===== config.mk =====
export PLATFORM = sky130hd
export DESIGN_NAME = keltner_channel_ema_atr_core_flat
export DESIGN_NICKNAME = d
export VERILOG_FILES = /design/src/hdl/kc_pkg.sv /design/src/hdl/kc_if.sv /design/src/hdl/keltner_channel_ema_atr_core.sv /design/src/hdl/kc_ctrl.sv /design/src/hdl/kc_dpath.sv /design/src/flat_wrapper.sv
export SDC_FILE = /design/constraint.sdc
export NUM_CORES = 2
export LEC_CHECK = 0
export ABC_AREA = 1
export BUFFER_PORTS_ARGS = -buffer_cell sky130_fd_sc_hd__buf_2
export CAP_MARGIN = 20
export CORE_MARGIN = 8
export CORE_UTILIZATION = 65
export DETAILED_ROUTE_END_ITERATION = 6
export PLACE_DENSITY = 0.83
export SLEW_MARGIN = 25
export SYNTH_ARGS = -nofsm -noshare
export SYNTH_HDL_FRONTEND = slang
export SYNTH_HIERARCHICAL = 1
export SYNTH_SLANG_ARGS = --single-unit

===== constraint.sdc =====
create_clock -name i_clk -period 10.05 [get_ports i_clk]
set_input_delay 0.5025 -clock i_clk [delete_from_list [all_inputs] [get_ports i_clk]]
set_output_delay 0.5025 -clock i_clk [all_outputs]
set_load 0.03 [all_outputs]

===== src/hdl/kc_pkg.sv =====
`timescale 1ns / 1ps

package kc_pkg;

    localparam int PRICE_W    = 32;
    localparam int ALPHA_W    = 17;
    localparam int MULT_W     = 16;
    localparam int CFG_IDX_W  = 1;
    localparam int CFG_DATA_W = 17;

    localparam logic [ALPHA_W-1:0] ALPHA_RESET = 17'd8738;
    localparam logic [MULT_W-1:0]  MULT_RESET  = 16'd512;

    // configuration register indexes
    localparam logic [CFG_IDX_W-1:0] REG_EMA_ALPHA     = 1'b0;
    localparam logic [CFG_IDX_W-1:0] REG_BAND_MULTIPLE = 1'b1;

    // operand pair fed to the shared multiplier
    typedef enum logic [1:0] {
        MUL_CLOSE,
        MUL_RANGE,
        MUL_BAND
    } t_mul_sel;

    typedef struct packed {
        logic     load_in;
        logic     prep;
        logic     seed;
        logic     mul_en;
        t_mul_sel mul_sel;
        logic     upd_close;
        logic     upd_range;
        logic     load_out;
    } t_cmd;

    typedef struct packed {
        logic seed_needed;
    } t_status;

endpackage


===== src/hdl/kc_if.sv =====
`timescale 1ns / 1ps

interface kc_bar_if;
    logic                                valid;
    logic                                ready;
    logic signed [kc_pkg::PRICE_W-1:0]   high_price;
    logic signed [kc_pkg::PRICE_W-1:0]   low_price;
    logic signed [kc_pkg::PRICE_W-1:0]   close_price;
    logic                                start_series;

    modport source (output valid, high_price, low_price, close_price, start_series,
                    input ready);
    modport sink   (input valid, high_price, low_price, close_price, start_series,
                    output ready);
endinterface

interface kc_band_if;
    logic                                valid;
    logic                                ready;
    logic signed [kc_pkg::PRICE_W-1:0]   lower_band;
    logic signed [kc_pkg::PRICE_W-1:0]   middle_band;
    logic signed [kc_pkg::PRICE_W-1:0]   upper_band;

    modport source (output valid, lower_band, middle_band, upper_band, input ready);
    modport sink   (input valid, lower_band, middle_band, upper_band, output ready);
endinterface

interface kc_cfg_if;
    logic                              valid;
    logic                              ready;
    logic [kc_pkg::CFG_IDX_W-1:0]      index;
    logic [kc_pkg::CFG_DATA_W-1:0]     data;

    modport source (output valid, index, data, input ready);
    modport sink   (input valid, index, data, output ready);
endinterface


===== src/hdl/keltner_channel_ema_atr_core.sv =====
`timescale 1ns / 1ps
// channel   dir  beat contents
// i_bar     in   high_price, low_price, close_price (Q16.16), start_series
// o_band    out  lower_band, middle_band, upper_band (Q16.16, saturated)
// i_cfg     in   index (0 ema_alpha, 1 band_multiple), data
//
// a bar is taken only when the block is idle; an update bar steps through prep,
// close mul, range mul, range update, band mul and load, a seeding bar through
// prep, band mul and load; one shared 33x18 multiplier: close ema, range ema, band
// i_rst_n is synchronous: alpha and multiple go to their defaults, averages clear
// a result stalled at o_band holds in the output register; the next bar is
// still taken and waits only at its final step if the old beat is not gone
// configuration is always ready

module keltner_channel_ema_atr_core (
    input  logic       i_clk,
    input  logic       i_rst_n,
    kc_bar_if.sink     i_bar,
    kc_band_if.source  o_band,
    kc_cfg_if.sink     i_cfg
);

    kc_pkg::t_cmd    w_cmd;     // controller to datapath
    kc_pkg::t_status w_status;  // datapath to controller

    // config writes land straight in the datapath registers
    assign i_cfg.ready = 1'b1;

    kc_ctrl u_ctrl (
        .i_clk       (i_clk),
        .i_rst_n     (i_rst_n),
        .i_in_valid  (i_bar.valid),
        .o_in_ready  (i_bar.ready),
        .o_out_valid (o_band.valid),
        .i_out_ready (o_band.ready),
        .i_status    (w_status),
        .o_cmd       (w_cmd)
    );

    // averages, true range, shared multiplier, band clamp
    kc_dpath u_dpath (
        .i_clk      (i_clk),
        .i_rst_n    (i_rst_n),
        .i_cmd      (w_cmd),
        .o_status   (w_status),
        .i_high     (i_bar.high_price),
        .i_low      (i_bar.low_price),
        .i_close    (i_bar.close_price),
        .i_start    (i_bar.start_series),
        .i_cfg_we   (i_cfg.valid),
        .i_cfg_idx  (i_cfg.index),
        .i_cfg_data (i_cfg.data),
        .o_lower    (o_band.lower_band),
        .o_middle   (o_band.middle_band),
        .o_upper    (o_band.upper_band)
    );

endmodule


===== src/hdl/kc_ctrl.sv =====
`timescale 1ns / 1ps

module kc_ctrl (
    input  logic            i_clk,
    input  logic            i_rst_n,
    input  logic            i_in_valid,
    output logic            o_in_ready,
    output logic            o_out_valid,
    input  logic            i_out_ready,
    input  kc_pkg::t_status i_status,
    output kc_pkg::t_cmd    o_cmd
);

    typedef enum logic [2:0] {
        S_IDLE,
        S_PREP,
        S_MUL_CLOSE,
        S_MUL_RANGE,
        S_UPD_RANGE,
        S_MUL_BAND,
        S_BAND
    } t_state;

    t_state r_state, n_state;
    logic   r_out_valid, n_out_valid;
    logic   w_out_free;

    assign w_out_free  = !r_out_valid || i_out_ready;
    assign o_in_ready  = (r_state == S_IDLE);
    assign o_out_valid = r_out_valid;

    always_comb begin
        n_state     = r_state;
        n_out_valid = r_out_valid && !i_out_ready;
        o_cmd       = '0;
        o_cmd.mul_sel = kc_pkg::MUL_CLOSE;
        unique case (r_state)
            S_IDLE: begin
                if (i_in_valid) begin
                    o_cmd.load_in = 1'b1;
                    n_state       = S_PREP;
                end
            end
            S_PREP: begin
                o_cmd.prep = 1'b1;
                o_cmd.seed = i_status.seed_needed;
                n_state    = i_status.seed_needed ? S_MUL_BAND : S_MUL_CLOSE;
            end
            S_MUL_CLOSE: begin
                o_cmd.mul_en  = 1'b1;
                o_cmd.mul_sel = kc_pkg::MUL_CLOSE;
                n_state       = S_MUL_RANGE;
            end
            S_MUL_RANGE: begin
                o_cmd.upd_close = 1'b1;
                o_cmd.mul_en    = 1'b1;
                o_cmd.mul_sel   = kc_pkg::MUL_RANGE;
                n_state         = S_UPD_RANGE;
            end
            S_UPD_RANGE: begin
                o_cmd.upd_range = 1'b1;
                n_state         = S_MUL_BAND;
            end
            S_MUL_BAND: begin
                o_cmd.mul_en  = 1'b1;
                o_cmd.mul_sel = kc_pkg::MUL_BAND;
                n_state       = S_BAND;
            end
            S_BAND: begin
                if (w_out_free) begin
                    o_cmd.load_out = 1'b1;
                    n_out_valid    = 1'b1;
                    n_state        = S_IDLE;
                end
            end
            default: n_state = S_IDLE;
        endcase
    end

    always_ff @(posedge i_clk) begin
        if (!i_rst_n) begin
            r_state     <= S_IDLE;
            r_out_valid <= 1'b0;
        end else begin
            r_state     <= n_state;
            r_out_valid <= n_out_valid;
        end
    end

endmodule


===== src/hdl/kc_dpath.sv =====
`timescale 1ns / 1ps

module kc_dpath (
    input  logic                                i_clk,
    input  logic                                i_rst_n,
    input  kc_pkg::t_cmd                        i_cmd,
    output kc_pkg::t_status                     o_status,
    input  logic signed [kc_pkg::PRICE_W-1:0]   i_high,
    input  logic signed [kc_pkg::PRICE_W-1:0]   i_low,
    input  logic signed [kc_pkg::PRICE_W-1:0]   i_close,
    input  logic                                i_start,
    input  logic                                i_cfg_we,
    input  logic [kc_pkg::CFG_IDX_W-1:0]        i_cfg_idx,
    input  logic [kc_pkg::CFG_DATA_W-1:0]       i_cfg_data,
    output logic signed [kc_pkg::PRICE_W-1:0]   o_lower,
    output logic signed [kc_pkg::PRICE_W-1:0]   o_middle,
    output logic signed [kc_pkg::PRICE_W-1:0]   o_upper
);

    localparam int PW    = kc_pkg::PRICE_W;
    localparam int MA_W  = PW + 1;                     // multiplier a operand
    localparam int MB_W  = kc_pkg::ALPHA_W + 1;        // multiplier b operand
    localparam int PR_W  = MA_W + MB_W;                // product
    localparam int SAT_W = PW + 12;                    // widest sum before clamp

    function automatic logic signed [PW-1:0] sat(input logic signed [SAT_W-1:0] v);
        logic signed [SAT_W-1:0] hi_lim;
        logic signed [SAT_W-1:0] lo_lim;
        hi_lim = SAT_W'({1'b0, {(PW-1){1'b1}}});
        lo_lim = -hi_lim - SAT_W'(1);
        if (v > hi_lim)      sat = {1'b0, {(PW-1){1'b1}}};
        else if (v < lo_lim) sat = {1'b1, {(PW-1){1'b0}}};
        else                 sat = v[PW-1:0];
    endfunction

    logic [kc_pkg::ALPHA_W-1:0] r_alpha;
    logic [kc_pkg::MULT_W-1:0]  r_mult;
    logic                       r_seeded;
    logic signed [PW-1:0]       r_close_avg, r_range_avg, r_last_close;
    logic signed [PW-1:0]       r_high, r_low, r_close, r_tr;
    logic                       r_start;
    logic signed [PR_W-1:0]     r_prod;
    logic signed [PW-1:0]       r_lower, r_middle, r_upper;

    logic signed [PW-1:0]       w_top, w_bot, w_tr, w_seed_range;
    logic signed [MA_W-1:0]     w_mul_a;
    logic signed [MB_W-1:0]     w_mul_b;
    logic signed [PR_W-1:0]     w_prod, w_ema_rnd, w_band_rnd;
    logic signed [PR_W-17:0]    w_inc;
    logic signed [PR_W-9:0]     w_offset;
    logic signed [PW-1:0]       w_ema_new, w_upper, w_lower;

    assign o_status.seed_needed = r_start || !r_seeded;

    // true range against the previous close, and the seeding range
    assign w_top = (r_high > r_last_close) ? r_high : r_last_close;
    assign w_bot = (r_low < r_last_close) ? r_low : r_last_close;
    assign w_tr  = sat(SAT_W'(MA_W'(w_top) - MA_W'(w_bot)));
    assign w_seed_range = sat(SAT_W'(MA_W'(r_high) - MA_W'(r_low)));

    // shared multiplier operand select
    always_comb begin
        case (i_cmd.mul_sel)
            kc_pkg::MUL_CLOSE: begin
                w_mul_a = MA_W'(r_close) - MA_W'(r_close_avg);
                w_mul_b = MB_W'(r_alpha);
            end
            kc_pkg::MUL_RANGE: begin
                w_mul_a = MA_W'(r_tr) - MA_W'(r_range_avg);
                w_mul_b = MB_W'(r_alpha);
            end
            kc_pkg::MUL_BAND: begin
                w_mul_a = MA_W'(r_range_avg);
                w_mul_b = MB_W'(r_mult);
            end
            default: begin
                w_mul_a = '0;
                w_mul_b = '0;
            end
        endcase
    end

    assign w_prod = PR_W'(w_mul_a) * PR_W'(w_mul_b);

    // ema increment, round half up then floor
    assign w_ema_rnd = r_prod + PR_W'(32768);
    assign w_inc     = $signed(w_ema_rnd[PR_W-1:16]);
    assign w_ema_new = sat(SAT_W'(i_cmd.upd_close ? r_close_avg : r_range_avg)
                           + SAT_W'(w_inc));

    // band offset in Q16.16
    assign w_band_rnd = r_prod + PR_W'(128);
    assign w_offset   = $signed(w_band_rnd[PR_W-1:8]);
    assign w_upper    = sat(SAT_W'(r_close_avg) + SAT_W'(w_offset));
    assign w_lower    = sat(SAT_W'(r_close_avg) - SAT_W'(w_offset));

    always_ff @(posedge i_clk) begin
        if (!i_rst_n) begin
            r_alpha      <= kc_pkg::ALPHA_RESET;
            r_mult       <= kc_pkg::MULT_RESET;
            r_seeded     <= 1'b0;
            r_close_avg  <= '0;
            r_range_avg  <= '0;
            r_last_close <= '0;
        end else begin
            if (i_cfg_we) begin
                unique case (i_cfg_idx)
                    kc_pkg::REG_EMA_ALPHA:     r_alpha <= i_cfg_data;
                    kc_pkg::REG_BAND_MULTIPLE: r_mult  <= i_cfg_data[kc_pkg::MULT_W-1:0];
                    default: ;
                endcase
            end
            if (i_cmd.prep) begin
                r_last_close <= r_close;
            end
            if (i_cmd.seed) begin
                r_seeded    <= 1'b1;
                r_close_avg <= r_close;
                r_range_avg <= w_seed_range;
            end
            if (i_cmd.upd_close) begin
                r_close_avg <= w_ema_new;
            end
            if (i_cmd.upd_range) begin
                r_range_avg <= w_ema_new;
            end
        end
    end

    // payload registers
    always_ff @(posedge i_clk) begin
        if (i_cmd.load_in) begin
            r_high  <= i_high;
            r_low   <= i_low;
            r_close <= i_close;
            r_start <= i_start;
        end
        if (i_cmd.prep) begin
            r_tr <= w_tr;
        end
        if (i_cmd.mul_en) begin
            r_prod <= w_prod;
        end
        if (i_cmd.load_out) begin
            r_lower  <= w_lower;
            r_middle <= r_close_avg;
            r_upper  <= w_upper;
        end
    end

    assign o_lower  = r_lower;
    assign o_middle = r_middle;
    assign o_upper  = r_upper;

endmodule


===== src/flat_wrapper.sv =====
// flat-port wrapper written by rule: the top's interface ports become plain ports
module keltner_channel_ema_atr_core_flat 
  (i_clk, i_rst_n, i_bar_valid, i_bar_high_price, i_bar_low_price, i_bar_close_price, i_bar_start_series, i_bar_ready, o_band_valid, o_band_lower_band, o_band_middle_band, o_band_upper_band, o_band_ready, i_cfg_valid, i_cfg_index, i_cfg_data, i_cfg_ready);
  kc_bar_if i_bar_i ();
  kc_band_if o_band_i ();
  kc_cfg_if i_cfg_i ();
  input  logic i_clk;
  input  logic i_rst_n;
  input wire logic [$bits(i_bar_i.valid)-1:0] i_bar_valid;
  input wire logic [$bits(i_bar_i.high_price)-1:0] i_bar_high_price;
  input wire logic [$bits(i_bar_i.low_price)-1:0] i_bar_low_price;
  input wire logic [$bits(i_bar_i.close_price)-1:0] i_bar_close_price;
  input wire logic [$bits(i_bar_i.start_series)-1:0] i_bar_start_series;
  output wire logic [$bits(i_bar_i.ready)-1:0] i_bar_ready;
  output wire logic [$bits(o_band_i.valid)-1:0] o_band_valid;
  output wire logic [$bits(o_band_i.lower_band)-1:0] o_band_lower_band;
  output wire logic [$bits(o_band_i.middle_band)-1:0] o_band_middle_band;
  output wire logic [$bits(o_band_i.upper_band)-1:0] o_band_upper_band;
  input wire logic [$bits(o_band_i.ready)-1:0] o_band_ready;
  input wire logic [$bits(i_cfg_i.valid)-1:0] i_cfg_valid;
  input wire logic [$bits(i_cfg_i.index)-1:0] i_cfg_index;
  input wire logic [$bits(i_cfg_i.data)-1:0] i_cfg_data;
  output wire logic [$bits(i_cfg_i.ready)-1:0] i_cfg_ready;
  assign i_bar_i.valid = i_bar_valid;
  assign i_bar_i.high_price = i_bar_high_price;
  assign i_bar_i.low_price = i_bar_low_price;
  assign i_bar_i.close_price = i_bar_close_price;
  assign i_bar_i.start_series = i_bar_start_series;
  assign i_bar_ready = i_bar_i.ready;
  assign o_band_valid = o_band_i.valid;
  assign o_band_lower_band = o_band_i.lower_band;
  assign o_band_middle_band = o_band_i.middle_band;
  assign o_band_upper_band = o_band_i.upper_band;
  assign o_band_i.ready = o_band_ready;
  assign i_cfg_i.valid = i_cfg_valid;
  assign i_cfg_i.index = i_cfg_index;
  assign i_cfg_i.data = i_cfg_data;
  assign i_cfg_ready = i_cfg_i.ready;
  keltner_channel_ema_atr_core u_core (.i_clk(i_clk), .i_rst_n(i_rst_n), .i_bar(i_bar_i), .o_band(o_band_i), .i_cfg(i_cfg_i));
endmodule

After elaboration in Yosys (flattened, before gate mapping)
Index checks and enable logic that the tools add are counted.
{"block": "word_totals", "regBits": 410, "inputBits": 120, "wordCells": 94}
{"block": "classes", "addsub": 9, "mul": 1, "magnitude_cmp": 12, "eq_ne": 10, "muxes": 30, "bitwise": 1, "n_reduce_logical": 14}
{"cell": "$mux 32", "n": 13}
{"cell": "$gt 44x32->1 const B", "n": 3}
{"cell": "$lt 44x32->1 const B", "n": 3}
{"cell": "$sub 32x32->33", "n": 4}
{"cell": "$pmux 33 s3", "n": 1}
{"cell": "$gt 33x32->1 const B", "n": 2}
{"cell": "$lt 33x32->1 const B", "n": 2}
{"cell": "$add 51x17->51 const B", "n": 1}
{"cell": "$add 51x9->51 const B", "n": 1}
{"cell": "$mul 33x18->51", "n": 1}
{"cell": "$add 32x43->44", "n": 1}
{"cell": "$add 44x35->44", "n": 1}
{"cell": "$mux 44", "n": 1}
{"cell": "$sub 32x43->44", "n": 1}
{"cell": "$pmux 17 s2", "n": 1}
{"cell": "$gt 32x32->1", "n": 1}
{"cell": "$lt 32x32->1", "n": 1}
{"cell": "$pmux 3 s7", "n": 1}
{"cell": "$eq 3x3->1 const B", "n": 3}
{"cell": "$mux 3", "n": 3}
{"cell": "$pmux 3 s3", "n": 1}
{"cell": "$mux 1", "n": 8}
{"cell": "$eq 3x2->1 const B", "n": 2}
{"cell": "$reduce_and 2->1", "n": 3}
{"cell": "13 further kinds", "n": 18}

Longest topological paths before layout
{"block": "depth", "depth_word": 8, "depth_mapped": 42, "mapped_depth_nobuf": 42}

Hierarchy
Netlist, hierarchy kept.
{"module": "kc_dpath", "n_inst": 1, "cells_per_inst": 7653, "area_each_um2": 55085.3, "seq_area_each_um2": 10680.2}
{"module": "kc_ctrl", "n_inst": 1, "cells_per_inst": 53, "area_each_um2": 291.5, "seq_area_each_um2": 80.1}
{"module": "keltner_channel_ema_atr_core", "n_inst": 1, "cells_per_inst": 2, "area_each_um2": 11.3, "seq_area_each_um2": 0.0}

Worst setup path before layout
OpenSTA, ideal clock, no wires.
{"block": "synth_timing", "kind": "reg2reg", "from": "reg u_core.u_dpath.r_close_avg[31]", "to": "reg u_core.u_dpath.r_prod[49], data pin", "setup_ns": 0.258, "t_arrival_ns": 7.248, "t_required_ns": 9.792, "setup_slack_ns": 2.544, "path_stages_with_launch": 30, "n_path_buf": 1, "cell_sequence": "dfxtp_1 -> inv_1 -> ha_1 -> inv_1 -> nor3_1 -> and2_1 -> a221oi_1 -> nand2_1 -> a21oi_1 -> o21ai_1 -> nand3_2 -> buf_2 -> nand2_1 -> inv_1 -> fa_1 -> inv_1 -> fa_1 -> inv_1 -> fa_1 -> fa_1 -> fa_1 -> inv_1 -> fa_1 -> inv_1 -> ha_1 -> a21oi_1 -> o21ai_0 -> a221oi_1 -> nand2_1 -> xor2_1"}
{"block": "synth_via", "elab_chain_len": 3}
{"item": "start: declaration", "line": "kc_dpath.sv:39", "text": "logic signed [PW-1:0] r_close_avg, r_range_avg, r_last_close;"}
{"item": "start signal: assignment", "line": "kc_dpath.sv:118", "text": "r_close_avg <= r_close;"}
{"item": "start signal: assignment", "line": "kc_dpath.sv:122", "text": "r_close_avg <= w_ema_new;"}
{"item": "$sub 32x32->33", "line": "kc_dpath.sv:65", "text": "w_mul_a = MA_W'(r_close) - MA_W'(r_close_avg);"}
{"item": "$pmux 33 s3", "line": "kc_dpath.sv:63", "text": "case (i_cmd.mul_sel)"}
{"item": "$mul 33x18->51", "line": "kc_dpath.sv:83", "text": "assign w_prod = PR_W'(w_mul_a) * PR_W'(w_mul_b);"}
{"item": "via u_core.u_dpath.w_prod[49]", "line": "kc_dpath.sv:48", "text": "logic signed [PR_W-1:0] w_prod, w_ema_rnd, w_band_rnd;"}
{"item": "end signal: assignment", "line": "kc_dpath.sv:142", "text": "r_prod <= w_prod;"}
{"item": "end: declaration", "line": "kc_dpath.sv:42", "text": "logic signed [PR_W-1:0] r_prod;"}
The timed path passes the listed nets, and every way through them passes these cells.
A chain may end at the register's enable or synchronous reset.

==> impl_metrics.ini <==
[sta]
layout_min_cycle_time_ns = 9.43
whs_ns = 0.0277
finalHoldViolations = 0
setup_viol = 0
setup_slack_ns = 0.618
skew_ns = 0.0251
max_freq_ghz = 0.106
drv_slew = 0
max-slew-margin-rel_pct = 20.7
finalSetupTns_ns = 0
grt_setup_unrepaired = false
min_period_over_period_pct = 93.8
worst_slew_pin_slew_ns = 1.19

[clock_network]
post-cts-setup-buffers = 0
h-tree-depth = 2
ctsHoldBuffers = 0
cts-root-buf = clkbuf_16
clock_latency_ns = 0.65
cts_sinks = 403
clockBufferDepth = 3
tritoncts = done
cts_buffers = 48
clk_pin_slew_ns = 0.07

[synthesis]
synth_area_leaders = fa_1 (20%), edfxtp_1 (15%), nand2_1 (13%), inv_1 (11%), ha_1 (9.7%)
netlist_instances = 7708
ys.flop_type = edfxtp_1
yosysTopAreaCellShare_pct = 19.6
synth_nets = 8800
synth_enable_flop_cells = 269
ys_ff_latch = 403
synth.cell_area_um2 = 55400
yosysWarnings = 6
yosysTopAreaCell = fa_1
ys_types = 63
synthArstFlopShare_pct = 0
ys_seq_area_share_pct = 19.4
syn_area_per_cell_um2 = 7.19

[run]
maxCapViolations = 0

[grt]
grt-ovfl-total = 0
antenna_found_initial = 4
grt_pass1_vias = 54341
grt_use_total_pct = 42.3
grt_pass1_wl_um = 310000
grt_max_degree = 79

[routing]
num_vias = 54733
met3WireLength_um = 26200
wirelength_um = 204000
ant_nets = 0
wl_met2_um = 87900
routed_via_density = 6.06
drc = 0
top_layer_used = met5
drtIter0Drc = 7406
met1Wirelength_um = 75700
wl_per_cell_um = 22.7
first_pass_iters = 7

[critical_path]
slowest_stage = o211ai_1
arrival_ns = 9.80
end_kind = flop
ff2ff_setup_slack_ns = 0.62
worstSetupPathType = reg -> reg
worst_path_largest_cell_delay_ns = 0.80
crit_required_ns = 10.42
path_common_cell = inv_1
worstSetupStartpointType = flop
critPathMaxFanout = 20

[floorplan]
core.rowCount = 107
start_util_pct = 65.4
die_w_um = 308
die-area_um2 = 94800
die_y_um = 308
fp.coreArea_um2 = 84700
io-pin-count = 219

[final_layout]
nNetsFinal = 8930
largest-register = u_core/u_dpath/r_prod
instances_no_fill = 9025
largest_reg_flops = 44
filler_cell_count = 6940
drive_gt1_share_pct = 6.25
syn2layout_area_growth_pct = 7.01
final_cell_mix = nand2_1 (1977), inv_1 (1576), nor2_1 (569)
mostFrequentLayoutCell = nand2_1

[place]
dp_slack_ns = 0.752
hpwl_um = 166000
portBuffers = 217
place_congestion = 1.07
dp_cells = 8930

[status]
status = finished, final reports clean

[min_path]
hp-class = in -> reg
synth_stat cells, types with 56 or more instances:
library cell,count
nand2_1,1981
inv_1,1579
nor2_1,574
a21oi_1,556
fa_1,541
ha_1,431
o21ai_0,362
edfxtp_1,269
nand3_1,268
xor2_1,195
clkbuf_1,141
dfxtp_1,134
nor3_1,65
xnor2_1,58
nand4_1,56
area by class of cell:
cell class / count / area [um2] / share of cell area, %
Timing Repair Buffer: 300 / 1730 / 2.92
Clock inverter: 32 / 370 / 0.625
Multi-Input combinational cell: 5485 / 37700 / 63.6
Tap cell: 1144 / 1430 / 2.41
Inverter: 1600 / 6010 / 10.1
Sequential cell: 403 / 10800 / 18.2
Antenna cell: 4 / 10.0 / 0.0169
Clock buffer: 57 / 1260 / 2.13
worst paths after layout:
check	cells past startpoint	end	start
worst min register to register	2	u_core/u_dpath/r_alpha[1]	u_core/u_dpath/r_alpha[1]
worst max register to register	31	u_core/u_dpath/r_prod[46]	u_core/u_ctrl/r_state[2]
worst max-delay path	31	u_core/u_dpath/r_prod[46]	u_core/u_ctrl/r_state[2]
worst min-delay path	1	u_core/u_dpath/r_low[24]	i_bar_low_price[24]
metal layers:
| metal | vias up | global-route usage, % |
|---|---|---|
| li1 | 24320 | - |
| met1 | 25514 | 54.5 |
| met2 | 3972 | 65.1 |
| met3 | 921 | 9.67 |
| met4 | 6 | 25.2 |
| met5 | - | 0 |
kinds of logic after synthesis:
| logic type | Yosys count | synth area share [%] |
|---|---|---|
| buffers and inverters | 1820 | 12.7 |
| adder cells (fa/ha/maj) | 972 | 29.3 |
| XOR/XNOR | 253 | 4.00 |
| flip-flops | 403 | 19.4 |
| AND/OR/NAND/NOR | 3057 | 22.4 |
| other | 1 | 0.00677 |
| AO/OA/AOI/OAI | 1202 | 12.2 |
what timing repair did:
action | CTS | global route
endpoints found under the hold margin | 0 | 0
gates resized for setup | 0 | 2
endpoints found under the setup margin | 0 | 7
critical path: cells and delay by family (launching register included):
family,cells,cell delay (ns)
AND/OR/NAND/NOR,7,1.39
buffers and inverters,10,1.94
adder cells (fa/ha/maj),7,3.51
XOR/XNOR,1,0.09
AO/OA/AOI/OAI,6,1.70
flip-flops,1,0.49
metrics by stage:
| step | instance area [um2] | util, % |
|---|---|---|
| final | 59300 | 69.9 |
| after global routing | 59300 | 69.9 |
| after floorplan | 55400 | - |
| after detailed placement | 57600 | 67.9 |
| after CTS | 59200 | 69.9 |
| after global placement | 57600 | 67.9 |
Power is not shown: default switching activity piles up to over one toggle a cycle in this logic, so the estimate is an artifact.
